`src/rtl/core/ipcr_pkg.sv`:
```
// ipcr_pkg: shared types and constants for the ir pulse capture and replay unit
// used by ipcr_ctrl, ipcr_dp and ir_pulse_capture_replay_unit; no dependencies
`default_nettype none

package ipcr_pkg;

    // default number of interval slots in the store
    localparam int SLOTS_DEFAULT = 64;

    // fixed field widths
    localparam int STAMP_W    = 32;
    localparam int RATE_W     = 24;
    localparam int TIMEOUT_W  = 20;
    localparam int TOTAL_W    = 7;
    localparam int PERIODS_W  = 32;
    localparam int RATE_FRAC  = 24;
    localparam int PROD_W     = STAMP_W + RATE_W;
    localparam int CFG_DATA_W = 24;
    localparam int S_DATA_W   = 40;
    localparam int M_DATA_W   = 40;

    // input item kinds
    typedef enum logic [1:0] {
        KIND_EDGE   = 2'd0,
        KIND_TICK   = 2'd1,
        KIND_REPLAY = 2'd2,
        KIND_NONE   = 2'd3
    } kind_t;

    // result item kinds
    typedef enum logic {
        RES_CAPTURE = 1'b0,
        RES_PULSE   = 1'b1
    } res_kind_t;

    // configuration register indexes
    typedef enum logic {
        CFG_RATE    = 1'b0,
        CFG_TIMEOUT = 1'b1
    } cfg_index_t;

    // controller states
    typedef enum logic [2:0] {
        ST_IDLE,
        ST_FIN_WAIT,
        ST_READ,
        ST_MUL,
        ST_EMIT
    } state_t;

    // commands from controller to datapath
    typedef struct packed {
        logic do_edge;
        logic do_tick;
        logic rep_start;
        logic rd_en;
        logic mul_en;
        logic emit_load;
        logic fin_load;
    } ctrl_cmd_t;

    // status from datapath to controller
    typedef struct packed {
        logic edge_finishes;
        logic tick_finishes;
        logic rep_empty;
        logic rep_last;
        logic out_free;
    } dp_status_t;

endpackage

`default_nettype wire

```
`src/rtl/core/ipcr_ctrl.sv`:
```
// ipcr_ctrl: sequencing state machine for capture, result hand-off and replay
// depends on ipcr_pkg
`default_nettype none

module ipcr_ctrl (
    input  wire logic                  clk,
    input  wire logic                  rst_n,
    input  wire logic                  s_tvalid,
    input  wire logic [1:0]            s_tuser,
    output logic                       s_tready,
    input  wire ipcr_pkg::dp_status_t  status,
    output ipcr_pkg::ctrl_cmd_t        cmd
);
    import ipcr_pkg::*;

    state_t state_reg;
    state_t state_next;
    logic   accept;
    kind_t  kind;

    assign kind   = kind_t'(s_tuser);
    assign accept = s_tvalid && (state_reg == ST_IDLE);

    // state register
    always_ff @(posedge clk or negedge rst_n)
    begin
        if (!rst_n)
        begin
            state_reg <= ST_IDLE;
        end
        else
        begin
            state_reg <= state_next;
        end
    end

    // next state
    always_comb
    begin
        state_next = state_reg;
        case (state_reg)
            ST_IDLE:
            begin
                if (accept)
                begin
                    case (kind)
                        KIND_EDGE:
                        begin
                            if (status.edge_finishes)
                            begin
                                state_next = ST_FIN_WAIT;
                            end
                        end
                        KIND_TICK:
                        begin
                            if (status.tick_finishes)
                            begin
                                state_next = ST_FIN_WAIT;
                            end
                        end
                        KIND_REPLAY:
                        begin
                            if (!status.rep_empty)
                            begin
                                state_next = ST_READ;
                            end
                        end
                        default:
                        begin
                            state_next = ST_IDLE;
                        end
                    endcase
                end
            end
            ST_FIN_WAIT:
            begin
                if (status.out_free)
                begin
                    state_next = ST_IDLE;
                end
            end
            ST_READ:
            begin
                state_next = ST_MUL;
            end
            ST_MUL:
            begin
                state_next = ST_EMIT;
            end
            ST_EMIT:
            begin
                if (status.out_free)
                begin
                    state_next = status.rep_last ? ST_IDLE : ST_READ;
                end
            end
            default:
            begin
                state_next = ST_IDLE;
            end
        endcase
    end

    // command outputs
    always_comb
    begin
        s_tready      = (state_reg == ST_IDLE);
        cmd           = '0;
        cmd.do_edge   = accept && (kind == KIND_EDGE);
        cmd.do_tick   = accept && (kind == KIND_TICK);
        cmd.rep_start = accept && (kind == KIND_REPLAY);
        case (state_reg)
            ST_FIN_WAIT:
            begin
                cmd.fin_load = status.out_free;
            end
            ST_READ:
            begin
                cmd.rd_en = 1'b1;
            end
            ST_MUL:
            begin
                cmd.mul_en = 1'b1;
            end
            ST_EMIT:
            begin
                cmd.emit_load = status.out_free;
            end
            default:
            begin
                cmd.fin_load = 1'b0;
            end
        endcase
    end

endmodule

`default_nettype wire

```
`src/rtl/core/ipcr_dp.sv`:
```
// ipcr_dp: capture registers, interval store, period scaling and output register
// depends on ipcr_pkg; driven by ipcr_ctrl commands
`default_nettype none

module ipcr_dp #(
    parameter int PULSE_SLOTS = ipcr_pkg::SLOTS_DEFAULT
) (
    input  wire logic                           clk,
    input  wire logic                           rst_n,
    input  wire ipcr_pkg::ctrl_cmd_t            cmd,
    output ipcr_pkg::dp_status_t                status,
    input  wire logic [ipcr_pkg::S_DATA_W-1:0]  s_tdata,
    input  wire logic                           cfg_we,
    input  wire logic                           cfg_index,
    input  wire logic [ipcr_pkg::CFG_DATA_W-1:0] cfg_data,
    output logic                                m_tvalid,
    input  wire logic                           m_tready,
    output logic [ipcr_pkg::M_DATA_W-1:0]       m_tdata,
    output logic                                m_tuser,
    output logic                                m_tlast
);
    import ipcr_pkg::*;

    localparam int ADDR_W  = (PULSE_SLOTS > 1) ? $clog2(PULSE_SLOTS) : 1;
    localparam int CNT_W   = $clog2(PULSE_SLOTS + 1);
    localparam int ENTRY_W = STAMP_W + 1;

    // configuration
    logic [RATE_W-1:0]    rate_reg;
    logic [TIMEOUT_W-1:0] timeout_reg;

    // capture state
    logic [CNT_W-1:0]     count_reg;
    logic [STAMP_W-1:0]   prev_reg;
    logic [TIMEOUT_W-1:0] left_reg;
    logic                 armed_reg;
    logic                 done_reg;
    logic [CNT_W-1:0]     final_reg;

    // replay pipeline
    logic [ADDR_W-1:0]    addr_reg;
    logic [ENTRY_W-1:0]   rdata_reg;
    logic                 rd_last_reg;
    logic [PROD_W-1:0]    prod_reg;
    logic                 carrier_reg;
    logic                 mul_last_reg;

    // output register
    logic                 out_valid_reg;
    logic                 out_kind_reg;
    logic [TOTAL_W-1:0]   out_total_reg;
    logic                 out_carrier_reg;
    logic [PERIODS_W-1:0] out_periods_reg;
    logic                 out_last_reg;

    logic [ENTRY_W-1:0]   store [PULSE_SLOTS];

    logic [STAMP_W-1:0]   stamp;
    logic                 rising;
    logic                 full;
    logic                 store_wr;
    logic                 edge_fin;
    logic                 tick_fin;
    logic                 finish;
    logic                 out_free;

    assign stamp    = s_tdata[STAMP_W-1:0];
    assign rising   = s_tdata[STAMP_W];
    assign full     = (count_reg >= CNT_W'(PULSE_SLOTS));
    assign edge_fin = !done_reg && full;
    assign tick_fin = !done_reg && armed_reg && (left_reg <= TIMEOUT_W'(1));
    assign store_wr = cmd.do_edge && !done_reg && !full;
    assign finish   = (cmd.do_edge && edge_fin) || (cmd.do_tick && tick_fin);
    assign out_free = !out_valid_reg || m_tready;

    // status to controller
    always_comb
    begin
        status.edge_finishes = edge_fin;
        status.tick_finishes = tick_fin;
        status.rep_empty     = (final_reg <= CNT_W'(1));
        status.rep_last      = mul_last_reg;
        status.out_free      = out_free;
    end

    // configuration registers
    always_ff @(posedge clk or negedge rst_n)
    begin
        if (!rst_n)
        begin
            rate_reg    <= RATE_W'(50995);
            timeout_reg <= TIMEOUT_W'(100000);
        end
        else if (cfg_we)
        begin
            case (cfg_index_t'(cfg_index))
                CFG_RATE:    rate_reg    <= cfg_data[RATE_W-1:0];
                CFG_TIMEOUT: timeout_reg <= cfg_data[TIMEOUT_W-1:0];
                default:     rate_reg    <= rate_reg;
            endcase
        end
    end

    // capture state update for edges and ticks
    always_ff @(posedge clk or negedge rst_n)
    begin
        if (!rst_n)
        begin
            count_reg <= '0;
            prev_reg  <= '0;
            left_reg  <= '0;
            armed_reg <= 1'b0;
            done_reg  <= 1'b0;
            final_reg <= '0;
        end
        else if (finish)
        begin
            final_reg <= count_reg;
            count_reg <= '0;
            done_reg  <= 1'b1;
            armed_reg <= 1'b0;
            left_reg  <= '0;
        end
        else if (store_wr)
        begin
            prev_reg  <= stamp;
            count_reg <= count_reg + CNT_W'(1);
            left_reg  <= timeout_reg;
            armed_reg <= 1'b1;
        end
        else if (cmd.do_tick && !done_reg && armed_reg)
        begin
            left_reg <= left_reg - TIMEOUT_W'(1);
        end
    end

    // interval store, registered read
    always_ff @(posedge clk)
    begin
        if (store_wr)
        begin
            store[count_reg[ADDR_W-1:0]] <= {rising, stamp - prev_reg};
        end
        if (cmd.rd_en)
        begin
            rdata_reg   <= store[addr_reg];
            rd_last_reg <= (CNT_W'(addr_reg) + CNT_W'(1)) == final_reg;
        end
    end

    // replay address
    always_ff @(posedge clk or negedge rst_n)
    begin
        if (!rst_n)
        begin
            addr_reg <= '0;
        end
        else if (cmd.rep_start)
        begin
            addr_reg <= ADDR_W'(1);
        end
        else if (cmd.emit_load)
        begin
            addr_reg <= addr_reg + ADDR_W'(1);
        end
    end

    // width times carrier rate; the top bits never exceed 32 bits
    always_ff @(posedge clk)
    begin
        if (cmd.mul_en)
        begin
            prod_reg     <= PROD_W'(rdata_reg[STAMP_W-1:0]) * PROD_W'(rate_reg);
            carrier_reg  <= rdata_reg[STAMP_W];
            mul_last_reg <= rd_last_reg;
        end
    end

    // output register valid
    always_ff @(posedge clk or negedge rst_n)
    begin
        if (!rst_n)
        begin
            out_valid_reg <= 1'b0;
        end
        else if (cmd.emit_load || cmd.fin_load)
        begin
            out_valid_reg <= 1'b1;
        end
        else if (m_tready)
        begin
            out_valid_reg <= 1'b0;
        end
    end

    // output register payload
    always_ff @(posedge clk)
    begin
        if (cmd.fin_load)
        begin
            out_kind_reg    <= RES_CAPTURE;
            out_total_reg   <= TOTAL_W'(final_reg);
            out_carrier_reg <= 1'b0;
            out_periods_reg <= '0;
            out_last_reg    <= 1'b0;
        end
        else if (cmd.emit_load)
        begin
            out_kind_reg    <= RES_PULSE;
            out_total_reg   <= '0;
            out_carrier_reg <= carrier_reg;
            out_periods_reg <= prod_reg[RATE_FRAC +: PERIODS_W];
            out_last_reg    <= mul_last_reg;
        end
    end

    assign m_tvalid = out_valid_reg;
    assign m_tuser  = out_kind_reg;
    assign m_tlast  = out_last_reg;
    assign m_tdata  = {out_periods_reg, out_carrier_reg, out_total_reg};

endmodule

`default_nettype wire

```
`src/rtl/core/ir_pulse_capture_replay_unit.sv`:
```
// ir pulse capture and replay: edges and ticks that do not end the capture leave s_tready high;
// a capture end drops s_tready until its result is loaded and m_tvalid raised.
// a replay drops s_tready and passes each pulse through store read, multiply and output
// register in turn; the next store read waits until the pulse before it has been loaded.
// rst_n clears control state and returns configuration to its defaults; store not cleared.
// depends on ipcr_pkg, ipcr_ctrl and ipcr_dp
`default_nettype none

module ir_pulse_capture_replay_unit #(
    parameter int PULSE_SLOTS = ipcr_pkg::SLOTS_DEFAULT
) (
    input  wire logic                            clk,
    input  wire logic                            rst_n,
    // input items
    input  wire logic                            s_tvalid,
    output logic                                 s_tready,
    input  wire logic [ipcr_pkg::S_DATA_W-1:0]   s_tdata,  // edge_stamp[31:0], rise_flag[32]
    input  wire logic [1:0]                      s_tuser,  // kind[1:0]
    // result items
    output logic                                 m_tvalid,
    input  wire logic                            m_tready,
    output logic [ipcr_pkg::M_DATA_W-1:0]        m_tdata,  // pulse_total[6:0], carrier_on[7],
                                                           // carrier_periods[39:8]
    output logic                                 m_tuser,  // result_kind[0]
    output logic                                 m_tlast,
    // configuration writes
    input  wire logic                            cfg_we,
    input  wire logic                            cfg_index,
    input  wire logic [ipcr_pkg::CFG_DATA_W-1:0] cfg_data
);
    import ipcr_pkg::*;

    ctrl_cmd_t  cmd;
    dp_status_t status;

    // sequencing
    ipcr_ctrl u_ctrl (
        .clk      (clk),
        .rst_n    (rst_n),
        .s_tvalid (s_tvalid),
        .s_tuser  (s_tuser),
        .s_tready (s_tready),
        .status   (status),
        .cmd      (cmd)
    );

    // storage and arithmetic
    ipcr_dp #(
        .PULSE_SLOTS (PULSE_SLOTS)
    ) u_dp (
        .clk       (clk),
        .rst_n     (rst_n),
        .cmd       (cmd),
        .status    (status),
        .s_tdata   (s_tdata),
        .cfg_we    (cfg_we),
        .cfg_index (cfg_index),
        .cfg_data  (cfg_data),
        .m_tvalid  (m_tvalid),
        .m_tready  (m_tready),
        .m_tdata   (m_tdata),
        .m_tuser   (m_tuser),
        .m_tlast   (m_tlast)
    );

endmodule

`default_nettype wire

```
`config.mk`:
```
export PLATFORM = sky130hd
export DESIGN_NAME = ir_pulse_capture_replay_unit
export DESIGN_NICKNAME = d
export VERILOG_FILES = /design/src/rtl/core/ipcr_pkg.sv /design/src/rtl/core/ipcr_ctrl.sv /design/src/rtl/core/ipcr_dp.sv /design/src/rtl/core/ir_pulse_capture_replay_unit.sv
export SDC_FILE = /design/constraint.sdc
export NUM_CORES = 2
export LEC_CHECK = 0
export ABC_AREA = 1
export BUFFER_PORTS_ARGS = -buffer_cell sky130_fd_sc_hd__buf_2
export CORE_MARGIN = 3
export CORE_UTILIZATION = 45
export CTS_CLUSTER_SIZE = 24
export DETAILED_ROUTE_END_ITERATION = 16
export PLACE_DENSITY = 0.73
export SYNTH_ARGS = -nofsm -noshare
export SYNTH_HDL_FRONTEND = slang
export SYNTH_SLANG_ARGS = --single-unit
```
`constraint.sdc`:
```
create_clock -name clk -period 6.2 [get_ports clk]
set_clock_uncertainty 0.2 [all_clocks]
set_input_delay 0.62 -clock clk [delete_from_list [all_inputs] [get_ports clk]]
set_output_delay 0.62 -clock clk [all_outputs]
set_load 0.03 [all_outputs]
```
==> impl_results.rst <==
.. list-table::
   :header-rows: 1

   * - Metric
     - Value
   * - Maximum buffer depth of the clock tree
     - 4
   * - Clock tree from TritonCTS
     - done
   * - Setup repair after global routing missed its margin
     - yes
   * - Core outline area
     - 0.265 mm2
   * - Initial antenna violation count
     - 22
   * - Slew at the pin with the worst max-slew slack
     - 1.38 ns
   * - Number of nets produced by synthesis
     - 12.1k
   * - Register area
     - 0.0695 mm2
   * - Post-DP HPWL
     - around 220000 um
   * - Maximum number of pins on one net before global-route repair
     - between 200 and 250
   * - Flip-flop count of the largest register, all copies and words added
     - 2112
   * - Hold Path Depth
     - 3
   * - Share of the synthesized area in the top cell type
     - 54.7%
   * - Fmax
     - 0.152 GHz
   * - Starting Density
     - 45.3%
   * - Number of antenna-violating nets in the routed design
     - 1
   * - Category of the worst setup path launch point
     - register
   * - Count of fill cells added during filler insertion
     - ~22k
   * - Number of port buffers
     - 108
   * - Count of cell types in the netlist
     - 55
   * - Detail-routed via count per cell
     - 5.68
   * - Leading cell types by total area after synthesis
     - sky130_fd_sc_hd__edfxtp_1 55%, sky130_fd_sc_hd__fa_1 11%, sky130_fd_sc_hd__nand2_1 6.1%, sky130_fd_sc_hd__o21ai_0 5.1%, sky130_fd_sc_hd__inv_1 4.3%
   * - Final wirelength
     - between 300000 and 400000 um
   * - Crit path max-delay cell type
     - sky130_fd_sc_hd__dfstp_4
   * - H-tree levels
     - 4
   * - Chip Height
     - 523 um
   * - Number of rows created at floorplan
     - 189
   * - RePlAce Congestion
     - 0.958
   * - DIE WIDTH
     - ~520 um
   * - Final-stage net count
     - 12.5k
   * - Worst-case reg-to-reg path depth
     - 24
   * - GRT Overall Usage
     - approximately a quarter
   * - Post-Syn Instances
     - 11.2k
   * - Num CTS Buffers
     - 228
   * - Number of synthesized flops with an enable pin
     - 2187
   * - Clk slew on worst S/H paths
     - 0.06 ns
   * - MaxCap Viol Count
     - 0
   * - Vias
     - 86.7k
   * - Netlist area before placement
     - 0.120 mm2
   * - Grt ovf
     - 0
   * - Data arrival time at the worst-slack endpoint
     - 6.95 ns
   * - Yosys synthesis warning count
     - 0
   * - Total instance count after detailed placement
     - 14.7k
   * - Register bit total from synthesis
     - 2344
   * - Failing checks
     - antenna rules, setup timing
   * - Number of setup violations in the final report
     - 31
   * - Post-route insts no fill
     - 15.3k
   * - Async SR Flop Fraction
     - 5.20%
   * - Crit path max fanout
     - 5
   * - Number of violations reported at the end of detailed-routing iteration 0
     - 10.7k
   * - Area Growth Syn to Fin
     - 16.3%
   * - Required arrival time at the worst endpoint
     - 6.58 ns
   * - Min Clock Period, post-route
     - 6.58 ns
   * - Sort of element at the end of the critical path
     - register
   * - Worst path bufs/invs
     - 6
   * - Hold Crit Class
     - primary input to register
   * - Drt wl/cell
     - 23.0 um
   * - Cells traversed along the worst timing path
     - buf_12 > buf_12 > nand2_1 > fa_1 > fa_1 > inv_1 > fa_2 > fa_1 > fa_2 > fa_1 > inv_1 > fa_1 > inv_1 > ha_4 > a21oi_2 > o21ai_2 > inv_1 > nand2_2 > nand2_1 > nand3_1 > a21oi_1 > nand2_1 > nand2_1 > nand2_1
   * - First-pass GRT wire length
     - 519000 um
   * - Final hold violation count
     - 0
   * - Proportion of layout cells with a drive suffix above 1
     - 14.4%
   * - Final setup slack of the worst path
     - -0.375 ns
   * - Outcome
     - complete, but fails checks
   * - IO Pins
     - around 120
   * - Commonest register cell after synthesis
     - sky130_fd_sc_hd__edfxtp_1
   * - Largest incremental delay on the critical path
     - 0.72 ns
   * - Detailed Routing Iterations Pass 1
     - 7
   * - Total Die Area
     - 0.273 mm2
   * - Worst setup path category
     - register to register
   * - Fraction of the cycle the final worst path needs
     - 106%
   * - Final-layout setup total negative slack
     - -8.64 ns
   * - Top cell family by delay on the critical path
     - adder cells
   * - Relative slew slack
     - 7.89%
   * - DRC violations left
     - 0
   * - Insertion delay to the later sink of the worst-skew pair
     - 0.94 ns
   * - Total non-filler cell area in the finished layout
     - 0.140 mm2
   * - Vias in the first global route
     - 84.5k
   * - Total count of max-transition violations in the final report
     - 0
   * - Number of cells on the critical path
     - 24
   * - Synthesized area divided by synthesized cell count
     - 10.7 um2
   * - Sinks on Clock Net
     - ~2.3k
   * - Cell area reported after detailed placement
     - 0.128 mm2
   * - Proportion of synthesized chip area in sequential cells
     - just under 60%
   * - Top cell type by total area after synthesis
     - sky130_fd_sc_hd__edfxtp_1
   * - Cell at the root of the clock tree
     - sky130_fd_sc_hd__clkbuf_16
   * - Area occupied by multi-input gates
     - 0.0460 mm2
==> metrics by stage <==
stage | setup slack (ns) | utilization (%) | hold slack (ns)
6_report | -0.375 | 52.7 | 0.0396
5_1_grt | -0.514 | 52.6 | 0.0382
4_1_cts | -0.242 | 52.0 | 0.00356
3_5_place_dp | -0.656 | 48.4 | 0.210
3_3_place_gp | -0.571 | 48.4 | 0.201
2_1_floorplan | -0.000801 | - | 0.124
==> repair_timing <==
| action | in CTS | in global routing |
|---|---|---|
| setup buffers | 33 | 43 |
| pin swaps | 96 | 255 |
| endpoints found under the setup margin | 32 | 32 |
| hold buffers | 54 | 0 |
| gates cloned | 1 | 3 |
| resized for setup | 325 | 387 |
| endpoints found under the hold margin | 126 | 0 |
==> layer usage <==
metal / vias to the layer above / global-route usage [%] / wire [um]
met3: 958 / 4.89 / 37900
met4: 14 / 12.6 / 20900
met1: 42534 / 32.5 / 130000
met2: 5020 / 40.4 / 163000
met5: - / 0 / 97
li1: 38182 / - / -
==> final cells by class <==
cell class / count / share of cell area [%]
clock buffer: 280 / 4.31
multi-input combinational: 6821 / 32.9
timing repair buffer: 776 / 5.16
antenna: 9 / 0.0161
clock inverter: 138 / 1.00
tap: 3533 / 3.16
sequential: 2344 / 49.7
inverter: 1369 / 3.71
==> cells in the mapped netlist, types with 20 or more instances <==
cell type / instances
sky130_fd_sc_hd__edfxtp_1: 2187
sky130_fd_sc_hd__nand2_1: 1965
sky130_fd_sc_hd__inv_1: 1361
sky130_fd_sc_hd__nor2_1: 1341
sky130_fd_sc_hd__o21ai_0: 1222
sky130_fd_sc_hd__fa_1: 658
sky130_fd_sc_hd__o22ai_1: 532
sky130_fd_sc_hd__nand3_1: 462
sky130_fd_sc_hd__clkbuf_1: 439
sky130_fd_sc_hd__ha_1: 214
sky130_fd_sc_hd__a21oi_1: 174
sky130_fd_sc_hd__buf_2: 155
sky130_fd_sc_hd__dfrtp_1: 107
sky130_fd_sc_hd__xor2_1: 48
sky130_fd_sc_hd__dfxtp_1: 35
sky130_fd_sc_hd__buf_1: 33
sky130_fd_sc_hd__o21ai_1: 29
sky130_fd_sc_hd__nand4_1: 28
sky130_fd_sc_hd__buf_4: 23
sky130_fd_sc_hd__nor3_1: 20
==> worst reg2reg max path: cells and delay by family, from the launching register on <==
family	cells	cell delay, ns
compound gates	3	0.56
fa+ha+maj	8	3.75
buf+inv	6	0.55
flops	1	0.72
simple gates	7	0.56
==> worst paths after layout <==
check                                 start              endpoint  slack [ns]
hold reg to reg            u_dp.rd_last_reg     u_dp.mul_last_reg        0.25
setup / recovery           u_dp.rate_reg[9]     u_dp.prod_reg[51]       -0.38
hold / removal                  cfg_data[1]   u_dp.timeout_reg[1]        0.04
min in group asynchronous             rst_n     u_dp.prev_reg[19]        0.14
setup reg to reg           u_dp.rate_reg[9]     u_dp.prod_reg[51]       -0.38
max in group asynchronous             rst_n  u_dp.timeout_reg[14]        4.33
==> cells in the final DEF, fill, tap and decap left out, drive strengths merged, types with 8 or more instances in the layout <==
cell type / count
a21oi: 179
and2: 17
buf: 719
bufinv: 25
clkbuf: 283
clkinv: 103
dfrtp: 107
dfstp: 15
dfxtp: 35
diode: 9
dlygate4sd3: 54
edfxtp: 2187
fa: 658
ha: 214
inv: 1374
nand2: 1977
nand3: 463
nand4: 29
nor2: 1344
nor3: 21
o21a: 8
o21ai: 1251
o21bai: 16
o22ai: 532
xnor2: 17
xor2: 48
==> kinds of logic (layout without fill, tap and decap cells) <==
kind of cell,Yosys count,in the layout,share of synthesized area (%)
simple gates,3864,3864,12.8
flops,2344,2344,57.8
buf+inv,2029,2563,6.63
compound gates,2016,2016,9.09
fa+ha+maj,872,872,13.2
xor+xnor,65,65,0.474
mux,4,4,0.0375
other cells,0,9,0
Power is not shown: default switching activity piles up to over one toggle a cycle in this logic, so the estimate is an artifact.
